## config.mk

```make
export PLATFORM = sky130hd
export DESIGN_NAME = scancode_to_char_qwertz_core_flat
export DESIGN_NICKNAME = d
export VERILOG_FILES = /design/src/sc2c_pkg.sv /design/src/sc2c_ifs.sv /design/src/sc2c_in_stage.sv /design/src/sc2c_xlate.sv /design/src/sc2c_out_stage.sv /design/src/scancode_to_char_qwertz_core.sv /design/src/flat_wrapper.sv
export SDC_FILE = /design/constraint.sdc
export NUM_CORES = 1
export LEC_CHECK = 0
export ABC_AREA = 1
export BUFFER_PORTS_ARGS = -buffer_cell sky130_fd_sc_hd__buf_2
export CORE_UTILIZATION = 54
export DETAILED_ROUTE_END_ITERATION = 10
export GPL_TIMING_DRIVEN = 1
export PLACE_DENSITY = 0.84
export SETUP_SLACK_MARGIN = 0.3
export SKIP_LAST_GASP = 1
export SLEW_MARGIN = 30
export SYNTH_ARGS = -nofsm -noshare
export SYNTH_HDL_FRONTEND = slang
export SYNTH_SLANG_ARGS = --single-unit
```

## constraint.sdc

```tcl
create_clock -name clock -period 2.4 [get_ports clock]
set_input_delay 0.24 -clock clock [delete_from_list [all_inputs] [get_ports clock]]
set_output_delay 0.24 -clock clock [all_outputs]
set_load 0.02 [all_outputs]
```

## src/sc2c_pkg.sv

```systemverilog
// ----------------------------------------------------------------------------
// sc2c_pkg - shared definitions for the QWERTZ scan-code translator
// Holds the word widths, the special key codes and the layout tables.
// ----------------------------------------------------------------------------
`default_nettype none

package sc2c_pkg;

   localparam int ScanWidth = 8;
   localparam int CharWidth = 8;
   localparam int CodeWidth = 7;

   typedef logic [ScanWidth-1:0] scan_type;
   typedef logic [CharWidth-1:0] char_type;
   typedef logic [CodeWidth-1:0] code_type;

   // Special key codes (release bit stripped).
   localparam code_type CodeEscape    = 7'd1;
   localparam code_type CodeCtrl      = 7'd29;
   localparam code_type CodeShift     = 7'h2A;
   localparam code_type CodeAlt       = 7'd56;
   localparam code_type CodeCaps      = 7'h3A;
   localparam code_type CodeFkeyFirst = 7'd59;
   localparam code_type CodeFkeyLast  = 7'd68;
   localparam code_type CodeF11       = 7'd87;
   localparam code_type CodeF12       = 7'd88;
   localparam code_type CodeAltgr     = 7'h60;

   localparam int MainLen  = 59;
   localparam int AltgrLen = 10;

   // Result of the translation of one scan word.
   typedef struct packed {
      logic     emit;
      char_type char_code;
   } sc2c_result_type;

   localparam char_type LowerTab [MainLen] = '{
      8'd0, 8'd0, "1", "2", "3", "4", "5", "6", "7", "8", "9", "0", 8'd223, 8'd180, 8'd8,
      8'd9, "q", "w", "e", "r", "t", "z", "u", "i", "o", "p", 8'd252, "+", 8'd13, 8'd0,
      "a", "s", "d", "f", "g", "h", "j", "k", "l", 8'd246, 8'd228, "^", 8'd0, "<",
      "y", "x", "c", "v", "b", "n", "m", ",", ".", "-", 8'd0, 8'd0, 8'd0, " ", 8'd0
   };

   localparam char_type UpperTab [MainLen] = '{
      8'd0, 8'd0, "!", 8'h22, "3", "$", "%", "&", "/", "(", ")", "=", "?", 8'h60, 8'd8,
      8'd9, "Q", "W", "E", "R", "T", "Z", "U", "I", "O", "P", 8'd220, "*", 8'd13, 8'd0,
      "A", "S", "D", "F", "G", "H", "J", "K", "L", 8'd214, 8'd196, "^", 8'd0, ">",
      "Y", "X", "C", "V", "B", "N", "M", ";", ":", "_", 8'd0, 8'd0, 8'd0, " ", 8'd0
   };

   localparam char_type AltgrTab [AltgrLen] = '{
      8'd0, 8'd0, 8'd0, 8'd0, 8'd0, 8'd0, 8'd0, 8'd0, "{", "["
   };

   // Table reads past the end of a table return zero.
   function automatic char_type lower_lookup(code_type code);
      char_type ch;
      ch = 8'd0;
      if (code < code_type'(MainLen)) begin
         ch = LowerTab[code[5:0]];
      end
      return ch;
   endfunction

   function automatic char_type upper_lookup(code_type code);
      char_type ch;
      ch = 8'd0;
      if (code < code_type'(MainLen)) begin
         ch = UpperTab[code[5:0]];
      end
      return ch;
   endfunction

   function automatic char_type altgr_lookup(code_type code);
      char_type ch;
      ch = 8'd0;
      if (code < code_type'(AltgrLen)) begin
         ch = AltgrTab[code[3:0]];
      end
      return ch;
   endfunction

endpackage

`default_nettype wire

```

## src/sc2c_ifs.sv

```systemverilog
// ----------------------------------------------------------------------------
// sc2c_ifs - stream interfaces of the scan-code translator
// Valid/ready channels for scan words in and character words out.
// ----------------------------------------------------------------------------
`default_nettype none

interface sc2c_req_if;
   logic                           valid;
   logic                           ready;
   logic [sc2c_pkg::ScanWidth-1:0] scan_byte;

   modport source (output valid, output scan_byte, input ready);
   modport sink   (input valid, input scan_byte, output ready);
endinterface

interface sc2c_rsp_if;
   logic                           valid;
   logic                           ready;
   logic [sc2c_pkg::CharWidth-1:0] char_code;

   modport source (output valid, output char_code, input ready);
   modport sink   (input valid, input char_code, output ready);
endinterface

`default_nettype wire

```

## src/sc2c_in_stage.sv

```systemverilog
// ----------------------------------------------------------------------------
// sc2c_in_stage - input register
// Captures one scan word and holds it until the translate step consumes it.
// ----------------------------------------------------------------------------
`default_nettype none

module sc2c_in_stage (
   input  logic                clock,
   input  logic                reset,
   input  logic                in_valid,
   input  sc2c_pkg::scan_type  in_scan,
   output logic                in_ready,
   input  logic                advance,
   output logic                hold_valid,
   output sc2c_pkg::scan_type  hold_scan
);
   import sc2c_pkg::*;

   logic     valid_ff, valid_in;
   scan_type scan_ff, scan_in;

   assign in_ready = !valid_ff || advance;

   always_comb begin
      valid_in = valid_ff;
      scan_in  = scan_ff;
      if (in_valid && in_ready) begin
         valid_in = 1'b1;
         scan_in  = in_scan;
      end else if (advance) begin
         valid_in = 1'b0;
      end
   end

   always_ff @(posedge clock) begin
      if (reset) begin
         valid_ff <= 1'b0;
      end else begin
         valid_ff <= valid_in;
      end
      scan_ff <= scan_in;
   end

   assign hold_valid = valid_ff;
   assign hold_scan  = scan_ff;

endmodule

`default_nettype wire

```

## src/sc2c_xlate.sv

```systemverilog
// ----------------------------------------------------------------------------
// sc2c_xlate - modifier flags and layout lookup
// Decodes one scan word, updates shift, caps lock and AltGr, picks a character.
// ----------------------------------------------------------------------------
`default_nettype none

module sc2c_xlate (
   input  logic                     clock,
   input  logic                     reset,
   input  sc2c_pkg::scan_type       scan,
   input  logic                     advance,
   output sc2c_pkg::sc2c_result_type result
);
   import sc2c_pkg::*;

   code_type code;
   logic     released;
   logic     ignored;
   logic     is_shift, is_caps, is_altgr;
   logic     shift_ff, shift_in;
   logic     caps_ff, caps_in;
   logic     altgr_ff, altgr_in;

   assign code     = scan[CodeWidth-1:0];
   assign released = scan[ScanWidth-1];
   assign ignored  = (code == CodeEscape) || (code == CodeCtrl) || (code == CodeAlt)
                   || (code == CodeF11) || (code == CodeF12)
                   || ((code >= CodeFkeyFirst) && (code <= CodeFkeyLast));
   assign is_shift = (code == CodeShift);
   assign is_caps  = (code == CodeCaps);
   assign is_altgr = (code == CodeAltgr);

   // Shift and AltGr flip on both edges of the key, so they track a held key.
   assign shift_in = shift_ff ^ (advance && is_shift);
   assign altgr_in = altgr_ff ^ (advance && is_altgr);
   assign caps_in  = caps_ff ^ (advance && is_caps && !released);

   always_ff @(posedge clock) begin
      if (reset) begin
         shift_ff <= 1'b0;
         caps_ff  <= 1'b0;
         altgr_ff <= 1'b0;
      end else begin
         shift_ff <= shift_in;
         caps_ff  <= caps_in;
         altgr_ff <= altgr_in;
      end
   end

   always_comb begin
      result.emit = !ignored && !is_shift && !is_caps && !is_altgr && !released;
      priority if (shift_ff || caps_ff) begin
         result.char_code = upper_lookup(code);
      end else if (altgr_ff) begin
         result.char_code = altgr_lookup(code);
      end else begin
         result.char_code = lower_lookup(code);
      end
   end

   // Modifier and ignored keys never produce a character.
   a_no_emit_special: assert property (@(posedge clock) disable iff (reset)
      (ignored || is_shift || is_caps || is_altgr) |-> !result.emit)
      else $error("special key produced a character");

   // A caps lock release leaves the caps flag untouched.
   a_caps_release: assert property (@(posedge clock) disable iff (reset)
      (advance && is_caps && released) |=> (caps_ff == $past(caps_ff)))
      else $error("caps lock changed on release");

   // Flags only move when a word is consumed.
   a_flags_hold: assert property (@(posedge clock) disable iff (reset)
      !advance |=> ($stable(shift_ff) && $stable(caps_ff) && $stable(altgr_ff)))
      else $error("modifier flag changed without a consumed word");

endmodule

`default_nettype wire

```

## src/sc2c_out_stage.sv

```systemverilog
// ----------------------------------------------------------------------------
// sc2c_out_stage - result register
// Holds one character word until the receiver takes it.
// ----------------------------------------------------------------------------
`default_nettype none

module sc2c_out_stage (
   input  logic                clock,
   input  logic                reset,
   input  logic                load,
   input  sc2c_pkg::char_type  load_char,
   output logic                free,
   output logic                out_valid,
   output sc2c_pkg::char_type  out_char,
   input  logic                out_ready
);
   import sc2c_pkg::*;

   logic     valid_ff, valid_in;
   char_type char_ff, char_in;

   // The slot is free when empty or when its word leaves this cycle.
   assign free = !valid_ff || out_ready;

   always_comb begin
      valid_in = valid_ff;
      char_in  = char_ff;
      if (load) begin
         valid_in = 1'b1;
         char_in  = load_char;
      end else if (out_ready) begin
         valid_in = 1'b0;
      end
   end

   always_ff @(posedge clock) begin
      if (reset) begin
         valid_ff <= 1'b0;
      end else begin
         valid_ff <= valid_in;
      end
      char_ff <= char_in;
   end

   assign out_valid = valid_ff;
   assign out_char  = char_ff;

endmodule

`default_nettype wire

```

## src/scancode_to_char_qwertz_core.sv

```systemverilog
// ----------------------------------------------------------------------------
// scancode_to_char_qwertz_core - set-1 scan byte to Latin-1 translator (QWERTZ)
//
// The request channel carries raw set-1 scan words: bit 7 set marks a key
// release, bits 6..0 are the key code. Each pressed ordinary key produces one
// Latin-1 character word on the response channel, taken from the German
// layout (upper case with shift or caps lock, AltGr table with AltGr, lower
// case otherwise). Releases, the modifier keys and the ignored keys (escape,
// control, alt, function keys) produce no word. Shift and AltGr flip on press
// and release, caps lock flips on press.
// A scan word is registered on acceptance in the input register, translated
// there, and its character is written into the result register when the
// word moves on; the response valid comes from that result register. Unless
// a character must wait for the result register, one scan word is accepted
// every cycle; the combinational table lookup and flag update set that rate.
// Reset clears all three modifier flags and empties both registers.
// When the receiver stalls the result register holds its word; words that
// produce nothing still drain, and the request channel only backs up once a
// character must wait behind the held one.
// ----------------------------------------------------------------------------
`default_nettype none

module scancode_to_char_qwertz_core (
   input  logic              clock,
   input  logic              reset,
   sc2c_req_if.sink          req_ch,
   sc2c_rsp_if.source        rsp_ch
);
   import sc2c_pkg::*;

   logic            hold_valid;
   scan_type        hold_scan;
   logic            advance;
   logic            out_free;
   sc2c_result_type result;

   // Input register.
   sc2c_in_stage u_in_stage (
      .clock      (clock),
      .reset      (reset),
      .in_valid   (req_ch.valid),
      .in_scan    (req_ch.scan_byte),
      .in_ready   (req_ch.ready),
      .advance    (advance),
      .hold_valid (hold_valid),
      .hold_scan  (hold_scan)
   );

   // Flag state and table lookup.
   sc2c_xlate u_xlate (
      .clock   (clock),
      .reset   (reset),
      .scan    (hold_scan),
      .advance (advance),
      .result  (result)
   );

   // A held word moves on when it yields nothing or the result slot is free.
   assign advance = hold_valid && (!result.emit || out_free);

   // Result register.
   sc2c_out_stage u_out_stage (
      .clock     (clock),
      .reset     (reset),
      .load      (advance && result.emit),
      .load_char (result.char_code),
      .free      (out_free),
      .out_valid (rsp_ch.valid),
      .out_char  (rsp_ch.char_code),
      .out_ready (rsp_ch.ready)
   );

   // An empty input register always takes a word.
   a_empty_ready: assert property (@(posedge clock) disable iff (reset)
      !hold_valid |-> req_ch.ready)
      else $error("input register empty but not ready");

   // A new character appears only after a held word was consumed.
   a_rsp_source: assert property (@(posedge clock) disable iff (reset)
      $rose(rsp_ch.valid) |-> $past(advance && result.emit))
      else $error("character word without a translated scan word");

   // A character is never loaded over a word the receiver has not taken.
   a_no_overwrite: assert property (@(posedge clock) disable iff (reset)
      (advance && result.emit) |-> (!rsp_ch.valid || rsp_ch.ready))
      else $error("result register overwritten");

endmodule

`default_nettype wire

```

## src/flat_wrapper.sv

```systemverilog
// flat-port wrapper written by rule: the top's interface ports become plain ports
module scancode_to_char_qwertz_core_flat import sc2c_pkg::*;
  (clock, reset, req_ch_valid, req_ch_scan_byte, req_ch_ready, rsp_ch_valid, rsp_ch_char_code, rsp_ch_ready);
  sc2c_req_if req_ch_i ();
  sc2c_rsp_if rsp_ch_i ();
  input  logic clock;
  input  logic reset;
  input wire logic [$bits(req_ch_i.valid)-1:0] req_ch_valid;
  input wire logic [$bits(req_ch_i.scan_byte)-1:0] req_ch_scan_byte;
  output wire logic [$bits(req_ch_i.ready)-1:0] req_ch_ready;
  output wire logic [$bits(rsp_ch_i.valid)-1:0] rsp_ch_valid;
  output wire logic [$bits(rsp_ch_i.char_code)-1:0] rsp_ch_char_code;
  input wire logic [$bits(rsp_ch_i.ready)-1:0] rsp_ch_ready;
  assign req_ch_i.valid = req_ch_valid;
  assign req_ch_i.scan_byte = req_ch_scan_byte;
  assign req_ch_ready = req_ch_i.ready;
  assign rsp_ch_valid = rsp_ch_i.valid;
  assign rsp_ch_char_code = rsp_ch_i.char_code;
  assign rsp_ch_i.ready = rsp_ch_ready;
  scancode_to_char_qwertz_core u_core (.clock(clock), .reset(reset), .req_ch(req_ch_i), .rsp_ch(rsp_ch_i));
endmodule
```

==> results.txt <==
The die covers 4080 µm². The first global-routing pass estimated 10700 µm of wire. Maximum fanout along the worst path: 6. The tool flagged a number of max-cap violations equal to 0. The max-slew violation count was 0. The initial antenna violation count is 0, and the effective utilization at floorplan is 0.565.

Among all flip-flop cells after synthesis, the most frequent one is edfxtp_1. The count of boundary I/O pins is 22, and the count of input and output buffers is 21. The cell area power density came out at 377 nW/µm². The maximum buffer depth of the clock tree is 2, and the total leakage power is 0.00122 µW.

During synthesis, Yosys emitted a total of 0 warnings. The data required time of the worst path was 2.16 ns. Counting every net in the synthesized netlist gives 329. Buffers inserted to repair hold after CTS numbered 0.

The root buffer cell chosen for the clock tree is clkbuf_8. After detailed routing, the met2 layer carries 3250 µm of wire. The design draws 1010 µW.

The clock tree skew after final layout was 0.00163 ns. The synthesis-to-finish area growth is 30.1%. Setup repair after global routing could not meet its margin everywhere. The data arrival time at the worst-slack endpoint is 1.91 ns. Setup violations remaining at the end of the flow were counted as 0. TritonCTS built the clock tree. The total routed wire length on the met1 layer was 2650 µm; the number of register bits inferred by synthesis was 21.

Timing would allow up to 465 MHz. For the number of antenna diodes, the log shows 0. The final setup TNS was 0 ns.

The first detailed-routing pass took 5 iterations. The detailed router finished its first iteration with 332 violations. For this block, the routed nets add up to 7230 µm of wire. The synthesized netlist occupies a cell area of 2070 µm². Once detail routing completed, the nets flagged for antenna violations numbered 0. The area of the core region was 3660 µm².

For the pin with the worst max-slew slack, the measured transition is 0.723 ns. The clock period could shrink to 2.15 ns. The logs give 309 for the gate count after technology mapping and 0 for the number of hold violations in the final report. The run finished with clean final reports. The period utilization was 0.896; the number of enable-type register cells in the synthesized netlist was 16. The min-delay analysis places its worst path in the category input port to flip-flop. Global routing finished with a remaining overflow of 0. In the routed layout, each cell is associated on average with a via count of 6.14. For this run, the post-layout net count is 377. Across the VDD grid, the largest voltage drop is 0.000403 V.

Dividing the detail-routed wire length by the instance count gives 17.9 µm. Proportion of synthesized flip-flops having asynchronous set or reset: 0. The tools report the H-tree depth as 1. The aggregate global-route resource usage was 0.344; the final cell utilization of the core was 0.735.

In this run the top signal layer used is met4. The tools report the number of distinct standard cells referenced by the synthesized netlist as 40. The residual DRC count is 0. The run gives 0.516 as the relative slew slack. Routability-driven placement finished with a final weighted congestion of 1.05. The kind of capture point of the worst setup path was an output port. For this design, the sink count on the clock tree is 21. Measured along the x axis, the die boundary spans 63.9 µm. After legalization and detailed placement, the total HPWL measured 5140 µm. Clock-pin slew was measured on the worst setup and hold paths at 0.07 ns. After synthesis, the mean cell area works out to 6.69 µm². Entering global routing, the biggest net connects 21 pins.

The via count of the first global-routing pass came out at 2241. After filler insertion, the fill cell instance count of the layout stands at 284. The share of synthesized area occupied by flip-flops and latches came out at 0.281. The layout cell share with drive strength beyond 1 is 0.343. The worst setup path is of the flip-flop to output port kind. Wire segments on met3 add up to 838 µm in the final route. The via total after detailed routing was 2480. After floorplanning, the core was divided into 22 placement rows. The sort of element at the start of the critical path was a flip-flop. The number of clock buffers added by TritonCTS is 3. The floorplan step set the die height to 63.9 µm. The later pin in the worst-skew pair is clocked with a latency of 0.26 ns.
-- logic make-up (layout without fill, tap and decap cells) --
logic type                 Yosys count  in the layout  share of synthesized area
DFF                                 21             21                      0.281
and+or+nand+nor                    166            166                      0.371
buffers and inverters               51             98                      0.109
adders and majority gates            8              8                     0.0484
AOI/OAI and AO/OA                   63             63                      0.191
-- path summary, 6_finish.rpt --
path,end,start,depth (start not counted),slack (ns)
setup / recovery,req_ch_ready,u_core.u_in_stage.hold_scan[5],9,0.25
hold / removal,u_core.u_in_stage.hold_valid,reset,2,0.14
setup reg to reg,u_core.u_in_stage.hold_scan[0],u_core.u_in_stage.hold_scan[1],10,0.29
hold reg to reg,u_core.u_xlate.caps_ff,u_core.u_xlate.caps_ff,4,0.55
-- stage by stage --
step | instance area (µm²) | setup WS [ns] | std cells | hold WS, ns
6_report | 2690 | 0.250 | 404 | 0.144
5_1_grt | 2690 | 0.192 | 404 | 0.139
4_1_cts | 2450 | 0.271 | 394 | 0.147
3_5_place_dp | 2310 | 0.116 | 382 | 0.418
3_3_place_gp | 2310 | 0.208 | 382 | 0.412
2_1_floorplan | 2110 | 0.292 | 309 | 0.302
-- area by class of cell --
cell class / instances / area (µm²) / area share
Clock buffer: 4 / 45.0 / 0.0167
Inverter: 38 / 148 / 0.0549
Multi-Input combinational cell: 237 / 1460 / 0.542
Sequential cell: 21 / 581 / 0.216
Tap cell: 48 / 60.1 / 0.0223
Timing Repair Buffer: 56 / 398 / 0.148
-- routing by layer --
layer  vias up  track usage
li1       1129            -
met1      1086        0.431
met2       204        0.532
met3        61       0.0946
met4         0        0.185
met5         -            0
-- repair_timing --
action | in CTS | in global routing
setup endpoints to repair | 17 | 24
pin swaps | 3 | 15
endpoints found under the hold margin | 0 | 0
gates resized for setup | 7 | 50
buffers inserted | 8 | 10
-- worst max-delay path, stage by stage, from the launching register on --
cell and delay (ns):
edfxtp_1 0.50, buf_4 0.21, nand2_2 0.17, nor2_2 0.08, nand2_1 0.09, nand2_2 0.07, nor2_4 0.11, and2_4 0.17
nand4_4 0.07, buf_6 0.16
-- Yosys cell counts, types with 3 or more instances --
library cell | number | share of area
nand2_1 | 83 | 0.15
nand3_1 | 26 | 0.063
inv_1 | 34 | 0.062
inv_2 | 4 | 0.0073
o211ai_1 | 4 | 0.015
dfxtp_1 | 5 | 0.048
o2111ai_1 | 3 | 0.013
nor2_2 | 5 | 0.015
ha_1 | 8 | 0.048
nor2_1 | 32 | 0.058
o21ai_0 | 26 | 0.063
nand4_1 | 4 | 0.012
o221ai_1 | 3 | 0.013
o31ai_1 | 3 | 0.011
nand2_2 | 5 | 0.015
buf_4 | 3 | 0.011
edfxtp_1 | 16 | 0.23
a21oi_1 | 11 | 0.027
buf_2 | 6 | 0.015
-- placed cells by master, fill, tap and decap left out, types with 3 or more instances in the layout --
cell type and instances:
clkbuf_8 3, nand2_4 4, inv_1 30, a21oi_1 11
buf_2 20, o21ai_0 19, o211ai_1 4, o221ai_1 3
nand4_1 4, nand2_1 69, nor2_2 10, buf_6 4
nor2_4 6, ha_4 5, nor2_1 23, buf_4 31
dfxtp_1 5, nand3_2 3, o2111ai_1 3, nand2_2 16
inv_2 6, o21ai_1 7, nand3_1 23, edfxtp_1 16
-- sequential cells by signal, summed over array words and instances (netlist names) --
signal	count
u_core.u_in_stage.hold_scan	8
u_core.u_out_stage.out_char	8
u_core.u_in_stage.hold_valid	1
u_core.u_out_stage.out_valid	1
u_core.u_xlate.altgr_ff	1
u_core.u_xlate.caps_ff	1
u_core.u_xlate.shift_ff	1
-- report_power, final --
group	internal (µW)	total [µW]	switching, µW
logic	134	364	231
clock network	118	231	112
registers	408	419	11.5
Note: power is estimated with default switching activity, not from simulation.
